--- config.mk ---
export PLATFORM = sky130hd
export DESIGN_NAME = animation_frame_sequencer
export DESIGN_NICKNAME = d
export VERILOG_FILES = /design/src/rtl/afs_pkg.sv /design/src/rtl/afs_delay_table.sv /design/src/rtl/afs_sequencer.sv /design/src/rtl/animation_frame_sequencer.sv
export VERILOG_INCLUDE_DIRS = /design/src /design/src/rtl
export SDC_FILE = /design/constraint.sdc
export NUM_CORES = 1
export LEC_CHECK = 0
export ABC_CLOCK_PERIOD_IN_PS = 4150
export BUFFER_PORTS_ARGS = -buffer_cell sky130_fd_sc_hd__buf_4
export CAP_MARGIN = 20
export CORE_MARGIN = 2
export CORE_UTILIZATION = 55
export DETAILED_ROUTE_END_ITERATION = 10
export PLACE_DENSITY_LB_ADDON = 0.1
export SYNTH_ARGS = -nofsm -noshare
export SYNTH_HDL_FRONTEND = slang
export SYNTH_SLANG_ARGS = --single-unit
--- constraint.sdc ---
create_clock -name clk -period 4.15 [get_ports clk]
set_input_delay 0.415 -clock clk [delete_from_list [all_inputs] [get_ports clk]]
set_output_delay 0.415 -clock clk [all_outputs]
set_load 0.05 [all_outputs]
--- src/rtl/animation_frame_sequencer_assert.svh ---
// ----------------------------------------------------------------------------
// Animation frame sequencer assertion macros
// Concurrent checks that compile away when SYNTHESIS is defined.
// ----------------------------------------------------------------------------
`ifndef ANIMATION_FRAME_SEQUENCER_ASSERT_SVH
`define ANIMATION_FRAME_SEQUENCER_ASSERT_SVH

`ifndef SYNTHESIS
// Antecedent implies consequent in the same cycle.
`define AFS_ASSERT_SAME(label, ante, cons) \
    label: assert property (@(posedge clk) disable iff (!rst_n) (ante) |-> (cons)) \
        else $error("afs check failed");
// Antecedent implies consequent in the next cycle.
`define AFS_ASSERT_NEXT(label, ante, cons) \
    label: assert property (@(posedge clk) disable iff (!rst_n) (ante) |=> (cons)) \
        else $error("afs check failed");
`else
`define AFS_ASSERT_SAME(label, ante, cons)
`define AFS_ASSERT_NEXT(label, ante, cons)
`endif

`endif

--- src/rtl/afs_pkg.sv ---
// ----------------------------------------------------------------------------
// Animation frame sequencer package
// Shared constants, codes and item types.
// ----------------------------------------------------------------------------
package afs_pkg;

    localparam int MAX_FRAMES = 16;
    localparam int FRAME_W    = (MAX_FRAMES > 1) ? $clog2(MAX_FRAMES) : 1;
    localparam int COUNT_W    = $clog2(MAX_FRAMES + 1);
    localparam int ENTRY_W    = 4;
    localparam int DELAY_W    = 16;
    localparam int TIME_W     = 32;
    localparam int LOOP_W     = 16;
    localparam int FIU_W      = 5;

    localparam logic [1:0] ACT_WRITE = 2'd0;
    localparam logic [1:0] ACT_START = 2'd1;
    localparam logic [1:0] ACT_TICK  = 2'd2;

    localparam logic CFG_FRAMES_IN_USE = 1'b0;
    localparam logic CFG_LOOP_LIMIT    = 1'b1;

    typedef struct packed {
        logic [1:0]         action;
        logic [ENTRY_W-1:0] entry;
        logic [DELAY_W-1:0] delay_value;
        logic [TIME_W-1:0]  now_ms;
    } item_t;

    typedef struct packed {
        logic               shown;
        logic [ENTRY_W-1:0] frame_shown;
        logic               running;
    } result_t;

endpackage

--- src/rtl/afs_delay_table.sv ---
// ----------------------------------------------------------------------------
// Frame delay table
// One write port and one read port over the per-frame display times.
// ----------------------------------------------------------------------------
module afs_delay_table (
    input  logic                          clk,
    input  logic                          wr_en,
    input  logic [afs_pkg::FRAME_W-1:0]   wr_addr,
    input  logic [afs_pkg::DELAY_W-1:0]   wr_data,
    input  logic [afs_pkg::FRAME_W-1:0]   rd_addr,
    output logic [afs_pkg::DELAY_W-1:0]   rd_data
);

    // Entries hold nothing meaningful until written, so they get no reset.
    logic [afs_pkg::DELAY_W-1:0] table_reg [afs_pkg::MAX_FRAMES];

    always_ff @(posedge clk)
    begin
        if (wr_en)
        begin
            table_reg[wr_addr] <= wr_data;
        end
    end

    assign rd_data = table_reg[rd_addr];

endmodule

--- src/rtl/afs_sequencer.sv ---
// ----------------------------------------------------------------------------
// Frame sequencer core
// Holds playback state and works out the result of one item per step.
// ----------------------------------------------------------------------------
module afs_sequencer (
    input  logic                         clk,
    input  logic                         rst_n,
    input  logic                         step,
    input  afs_pkg::item_t               item,
    input  logic [afs_pkg::FIU_W-1:0]    frames_in_use,
    input  logic [afs_pkg::LOOP_W-1:0]   loop_limit,
    output afs_pkg::result_t             result
);

    logic [afs_pkg::FRAME_W-1:0] position_reg, position_next;
    logic [afs_pkg::LOOP_W-1:0]  loops_reg, loops_next;
    logic [afs_pkg::TIME_W-1:0]  deadline_reg, deadline_next;
    logic                        active_reg, active_next;

    logic                        wr_en;
    logic [afs_pkg::DELAY_W-1:0] cur_delay;
    logic [afs_pkg::TIME_W-1:0]  elapsed;
    logic                        due;
    logic [afs_pkg::FIU_W-1:0]   eff_count;
    logic [afs_pkg::FIU_W-1:0]   pos_inc;
    logic [afs_pkg::LOOP_W-1:0]  loops_inc;

    assign wr_en = step && (item.action == afs_pkg::ACT_WRITE)
                   && (int'(item.entry) < afs_pkg::MAX_FRAMES);

    afs_delay_table u_table (
        .clk     (clk),
        .wr_en   (wr_en),
        .wr_addr (item.entry[afs_pkg::FRAME_W-1:0]),
        .wr_data (item.delay_value),
        .rd_addr (position_reg),
        .rd_data (cur_delay)
    );

    // The deadline has passed when it is zero or when now minus deadline falls in the lower half
    // of the 32-bit range, which survives wraparound of the millisecond count.
    assign elapsed   = item.now_ms - deadline_reg;
    assign due       = (deadline_reg == '0) || !elapsed[afs_pkg::TIME_W-1];
    assign eff_count = (frames_in_use > afs_pkg::FIU_W'(afs_pkg::MAX_FRAMES))
                       ? afs_pkg::FIU_W'(afs_pkg::MAX_FRAMES) : frames_in_use;
    assign pos_inc   = afs_pkg::FIU_W'(position_reg) + afs_pkg::FIU_W'(1);
    assign loops_inc = loops_reg + afs_pkg::LOOP_W'(1);

    always_comb
    begin
        position_next      = position_reg;
        loops_next         = loops_reg;
        deadline_next      = deadline_reg;
        active_next        = active_reg;
        result.shown       = 1'b0;
        result.frame_shown = '0;
        case (item.action)
            afs_pkg::ACT_START:
            begin
                position_next = '0;
                loops_next    = '0;
                deadline_next = '0;
                active_next   = 1'b1;
            end
            afs_pkg::ACT_TICK:
            begin
                if (active_reg && due)
                begin
                    result.shown       = 1'b1;
                    result.frame_shown = afs_pkg::ENTRY_W'(position_reg);
                    deadline_next      = item.now_ms + afs_pkg::TIME_W'(cur_delay);
                    position_next      = pos_inc[afs_pkg::FRAME_W-1:0];
                    // A completed pass wraps to the first frame and, when a loop limit is set, counts a loop.
                    if (pos_inc >= eff_count)
                    begin
                        position_next = '0;
                        if (loop_limit != '0)
                        begin
                            loops_next = loops_inc;
                            if (loops_inc >= loop_limit)
                            begin
                                active_next = 1'b0;
                            end
                        end
                    end
                end
            end
            default:
            begin
            end
        endcase
        result.running = active_next;
    end

    always_ff @(posedge clk or negedge rst_n)
    begin
        if (!rst_n)
        begin
            position_reg <= '0;
            loops_reg    <= '0;
            deadline_reg <= '0;
            active_reg   <= 1'b0;
        end
        else if (step)
        begin
            position_reg <= position_next;
            loops_reg    <= loops_next;
            deadline_reg <= deadline_next;
            active_reg   <= active_next;
        end
    end

endmodule

--- src/rtl/animation_frame_sequencer.sv ---
// ----------------------------------------------------------------------------
// Animation frame sequencer
// Times animation frames against a millisecond count and reports each show.
// ----------------------------------------------------------------------------
// Input items arrive on the s_ channel: s_tuser carries the action (write a
// frame delay, start playback, or time tick) and s_tdata the frame index,
// delay and current millisecond time. Every item yields exactly one result
// on the m_ channel: m_tuser says whether a frame was shown, m_tdata gives
// its index and whether playback is still running afterwards.
// An accepted item is held in the input register and is evaluated as it
// moves into the output register, so the result is registered; a stall on
// the output holds the item in the input register until the result moves on.
// One item per cycle is sustained while m_tready stays high; the limit is the
// single state update per cycle in the sequencer core.
// Reset stops playback, rewinds to frame 0 and clears the deadline, sets the
// frame count to 1 and the loop limit to 0; delays must be written before a
// frame is played. When the receiver stalls, the result is held, the input
// register fills, and s_tready then drops until the output moves on.
// The cfg_ channel writes frame count (index 0) or loop limit (index 1) and
// is always ready; write it only while no item is in flight.
// ----------------------------------------------------------------------------
`include "animation_frame_sequencer_assert.svh"

module animation_frame_sequencer (
    input  logic        clk,
    input  logic        rst_n,
    input  logic        s_tvalid,
    output logic        s_tready,
    input  logic [55:0] s_tdata,   // entry[3:0], delay_value[19:4], now_ms[51:20], zero pad
    input  logic [1:0]  s_tuser,   // action[1:0]
    output logic        m_tvalid,
    input  logic        m_tready,
    output logic [7:0]  m_tdata,   // frame_shown[3:0], running[4], zero pad
    output logic        m_tuser,   // shown[0]
    input  logic        cfg_valid,
    output logic        cfg_ready,
    input  logic        cfg_index,
    input  logic [15:0] cfg_data
);

    afs_pkg::item_t   item_reg;
    logic             in_valid_reg;
    afs_pkg::result_t res_reg;
    afs_pkg::result_t res_next;
    logic             out_valid_reg;
    logic             advance;
    logic             step;
    logic             in_fire;

    logic [afs_pkg::FIU_W-1:0]  frames_in_use_reg;
    logic [afs_pkg::LOOP_W-1:0] loop_limit_reg;

    assign advance   = !out_valid_reg || m_tready;
    assign step      = in_valid_reg && advance;
    assign s_tready  = !in_valid_reg || advance;
    assign in_fire   = s_tvalid && s_tready;
    assign cfg_ready = 1'b1;

    always_ff @(posedge clk or negedge rst_n)
    begin
        if (!rst_n)
        begin
            frames_in_use_reg <= afs_pkg::FIU_W'(1);
            loop_limit_reg    <= '0;
        end
        else if (cfg_valid)
        begin
            if (cfg_index == afs_pkg::CFG_FRAMES_IN_USE)
            begin
                frames_in_use_reg <= cfg_data[afs_pkg::FIU_W-1:0];
            end
            else
            begin
                loop_limit_reg <= cfg_data[afs_pkg::LOOP_W-1:0];
            end
        end
    end

    always_ff @(posedge clk or negedge rst_n)
    begin
        if (!rst_n)
        begin
            in_valid_reg <= 1'b0;
        end
        else if (s_tready)
        begin
            in_valid_reg <= s_tvalid;
        end
    end

    always_ff @(posedge clk)
    begin
        if (in_fire)
        begin
            item_reg.action      <= s_tuser;
            item_reg.entry       <= s_tdata[3:0];
            item_reg.delay_value <= s_tdata[19:4];
            item_reg.now_ms      <= s_tdata[51:20];
        end
    end

    afs_sequencer u_seq (
        .clk           (clk),
        .rst_n         (rst_n),
        .step          (step),
        .item          (item_reg),
        .frames_in_use (frames_in_use_reg),
        .loop_limit    (loop_limit_reg),
        .result        (res_next)
    );

    always_ff @(posedge clk or negedge rst_n)
    begin
        if (!rst_n)
        begin
            out_valid_reg <= 1'b0;
        end
        else if (advance)
        begin
            out_valid_reg <= in_valid_reg;
        end
    end

    always_ff @(posedge clk)
    begin
        if (step)
        begin
            res_reg <= res_next;
        end
    end

    assign m_tvalid = out_valid_reg;
    assign m_tuser  = res_reg.shown;
    assign m_tdata  = {3'b000, res_reg.running, res_reg.frame_shown};

    `AFS_ASSERT_SAME(a_no_overwrite, in_valid_reg && out_valid_reg && !m_tready, !s_tready)
    `AFS_ASSERT_NEXT(a_input_captured, in_fire, in_valid_reg)
    `AFS_ASSERT_NEXT(a_result_follows, step, m_tvalid)
    `AFS_ASSERT_SAME(a_frame_zero_unshown, m_tvalid && !m_tuser, m_tdata[3:0] == 4'd0)

endmodule
==> impl_metrics.py <==
metrics = {
    "sta": {
        "drv_slew": 0,
        "fmax_ghz": 0.252,
        "final.setup_skew_ns": 0.0321,
        "hold_viol_final": 0,
        "period_share_pct": 95.8,
        "grt_setup_unrepaired": "no",
        "relSlewSlack_pct": 34.4,
        "post-route-min-period_ns": 3.97,
        "finalSetupTns_ns": 0,
        "tightest_slew_ns": 0.980,
        "setup_viol": 0,
        "holdWs_ns": 0.0285,
    },
    "placement": {
        "globalplace.congestion": 0.812,
        "port-buffer-count": 83,
        "dp_hpwl_um": 23900,
        "dp.cells": 1562,
    },
    "worst_hold_path": {
        "min_path_cells": 1,
        "hold_end": "item_reg[53]",
        "hp-class": "in2reg",
        "hp-start": "s_tuser[1]",
    },
    "routing": {
        "route.met2.wl_um": 19300,
        "met1_length_um": 16100,
        "drt-vias-per-instance": 5.98,
        "drtPass1Iterations": 4,
        "drt_iter0_drc": 646,
        "route.detailed.drc": 0,
        "wl_met3_um": 1890,
        "antenna_left": 0,
        "top_layer_used": "met4",
        "wl_um": 37900,
        "wl_per_cell_um": 22.9,
        "route.vias.total": 9905,
    },
    "power": {
        "worst_ir_drop_vdd_uv": 559,
        "p_per_area_nw_per_um2": 580,
        "finalPower_mw": 11.8,
        "p_leak_nw": 7.47,
    },
    "finish": {
        "n_antenna_cell": 0,
        "stdcell_count": 1655,
        "area_delta_synth_final_pct": 17.8,
        "fin_nets": 1381,
        "fillers": 2174,
        "seqCellArea_um2": 11400,
        "largest_reg_flops": 256,
        "multiInputGateArea_um2": 5470,
        "layout-drive-gt1-share_pct": 26.7,
    },
    "synth": {
        "yosys_warnings": 0,
        "synth-seq-area-share_pct": 66.2,
        "yosysUniqueCellTypes": 58,
        "synth.ff_latch_count": 392,
        "yosys-top-cells-area": "edfxtp_1 (55%), dfrtp_1 (11%), mux4_2 (10%)",
        "synth.largest_area_cell": "edfxtp_1",
        "synthDominantCellAreaShare_pct": 55.1,
        "syn-instance-count": 1070,
        "synth_common_cells": "edfxtp_1 (316), mux4_2 (80), dfrtp_1 (75), ha_1 (72), inv_1 (62)",
        "synth_edf_count": 316,
        "synth_most_common_cell": "edfxtp_1",
        "synth_area_um2": 17200,
        "syn_avg_cell_area_um2": 16.1,
        "ys.flop_type": "edfxtp_1",
        "async_flop_share_pct": 19.4,
    },
    "clocking": {
        "path_clk_slew_ns": 0.06,
        "cts_buffers": 42,
        "cts-root-buf": "clkbuf_16",
        "h-tree-depth": 2,
        "cts.sinks": 392,
        "cts_max_path_buffers": 3,
        "cts_tree": "built",
        "clk_latency_ns": 0.56,
    },
    "worst_setup_path": {
        "worstPathCellList": "buf_4 -> buf_6 -> mux4_2 -> mux4_2 -> ha_2 -> a21oi_1 -> o21ai_0 -> a32o_1 -> a211o_1 -> a31o_2 -> nand4_1 -> xnor2_1 -> a22o_1",
        "r2r_start": "u_seq.position_reg[0]",
        "crit_type": "reg2reg",
        "crit_path_end_kind": "register",
        "startpoint": "u_seq.position_reg[0]",
        "cpMaxStageDelayCell": "mux4_2",
        "cp_top_family": "compound AO/OA/AOI/OAI gates",
        "startpoint_type": "register",
        "r2r_cells": 13,
        "crit_buf_inv": 2,
        "reg2reg_to": "u_seq.deadline_reg[31]",
        "critPathRequiredTime_ns": 4.57,
        "cpMostUsedCell": "mux4_2",
        "ff2ff_setup_slack_ns": 0.18,
        "crit_cells": 13,
        "cp_max_fo": 7,
        "critPathMaxStageDelay_ns": 0.54,
        "arrival_ns": 4.40,
    },
    "floorplanning": {
        "fp.dieW_um": 181,
        "design.die.area_um2": 32700,
        "rows": 64,
        "start_util_pct": 56.0,
        "coreArea_um2": 30700,
        "ios": 92,
        "die_h_um": 181,
    },
    "global_routing": {
        "antenna_found_initial": 0,
        "first_global_vias": 10100,
        "track_usage_pct": 23.5,
        "grt_pass1_wl_um": 58400,
        "overflow": 0,
        "grt_max_degree": 77,
    },
    "flow_run": {
        "drv_cap": 0,
    },
    "outcome": {
        "status": "completed",
    },
}
-- area by class of cell --
type,instances,area share (%)
flip-flops and latches,392,56.2
multi-input cells,581,27.0
repair buffers,147,6.22
clock buffers,55,5.53
well taps,396,2.44
clock inverters,20,1.44
inverters,64,1.18
-- worst max-delay path by stage --
| stage | to | slack (ns) |
|---|---|---|
| final | u_seq.deadline_reg[31] | 0.18 |
| after global routing | u_seq.deadline_reg[11] | 0.003 |
| after CTS | u_seq.deadline_reg[30] | 0.01 |
| after detailed placement | u_seq.deadline_reg[31] | 0.006 |
| after global placement | u_seq.deadline_reg[31] | 0.06 |
| after floorplan | u_seq.deadline_reg[31] | 0.02 |
-- worst reg2reg max path: stages, from the launching register on --
cell and delay, ns:
dfrtp_4 0.42, buf_4 0.19, buf_6 0.18, mux4_2 0.55, mux4_2 0.52, ha_2 0.34, a21oi_1 0.15, o21ai_0 0.14
a32o_1 0.28, a211o_1 0.34, a31o_2 0.33, nand4_1 0.13, xnor2_1 0.07, a22o_1 0.20
-- cell usage in the layout (no fill, tap or decap), types with 15 or more instances in the layout --
master	instances
edfxtp_1	316
buf_4	133
mux4_2	80
dfrtp_1	73
ha_1	71
inv_1	62
nand2_1	55
clkbuf_16	44
a21oi_1	38
nor2_1	36
o21ai_0	25
xnor2_1	23
mux2_2	23
o22ai_1	22
nand3_1	21
xor2_1	17
nand2b_1	15
a21o_1	15
nor4_1	15
-- metal layers --
metal  global-route usage [%]  vias up
met5                        0        -
met2                     40.0      274
met4                     5.69        0
li1                         -     4505
met3                     3.77       46
met1                     32.2     5080
-- kinds of logic (layout without fill, tap and decap cells) --
family	Yosys count	in the layout	share of synthesized area (%)
xor+xnor	40	40	2.03
compound gates	163	163	6.43
flops	392	392	66.2
mux	104	104	12.0
other cells	2	4	0.0436
simple gates	197	197	5.67
buf+inv	99	286	2.30
fa+ha+maj	73	73	5.35
-- timing repair --
item	CTS	global route
gates resized for setup	4	6
hold buffers	0	1
endpoints found under the setup margin	8	17
endpoints found under the hold margin	0	8
cloned	0	1
buffers inserted	1	14
-- power by group --
| part | internal [mW] | switching (mW) | total (mW) |
|---|---|---|---|
| sequential | 4.52 | 0.234 | 4.76 |
| clock | 2.29 | 1.51 | 3.81 |
| combinational | 1.63 | 1.56 | 3.19 |
-- stage by stage --
| stage | worst slack [ns] | util, % | cell area [um^2] |
|---|---|---|---|
| floorplan | 0.0209 | - | 17200 |
| global placement | 0.0596 | 60.6 | 18600 |
| detailed placement | 0.00604 | 60.6 | 18600 |
| CTS | 0.0127 | 65.3 | 20100 |
| global route | 0.00255 | 66.0 | 20300 |
| finish | 0.176 | 66.0 | 20300 |
Note: power is estimated with default switching activity, not from simulation.
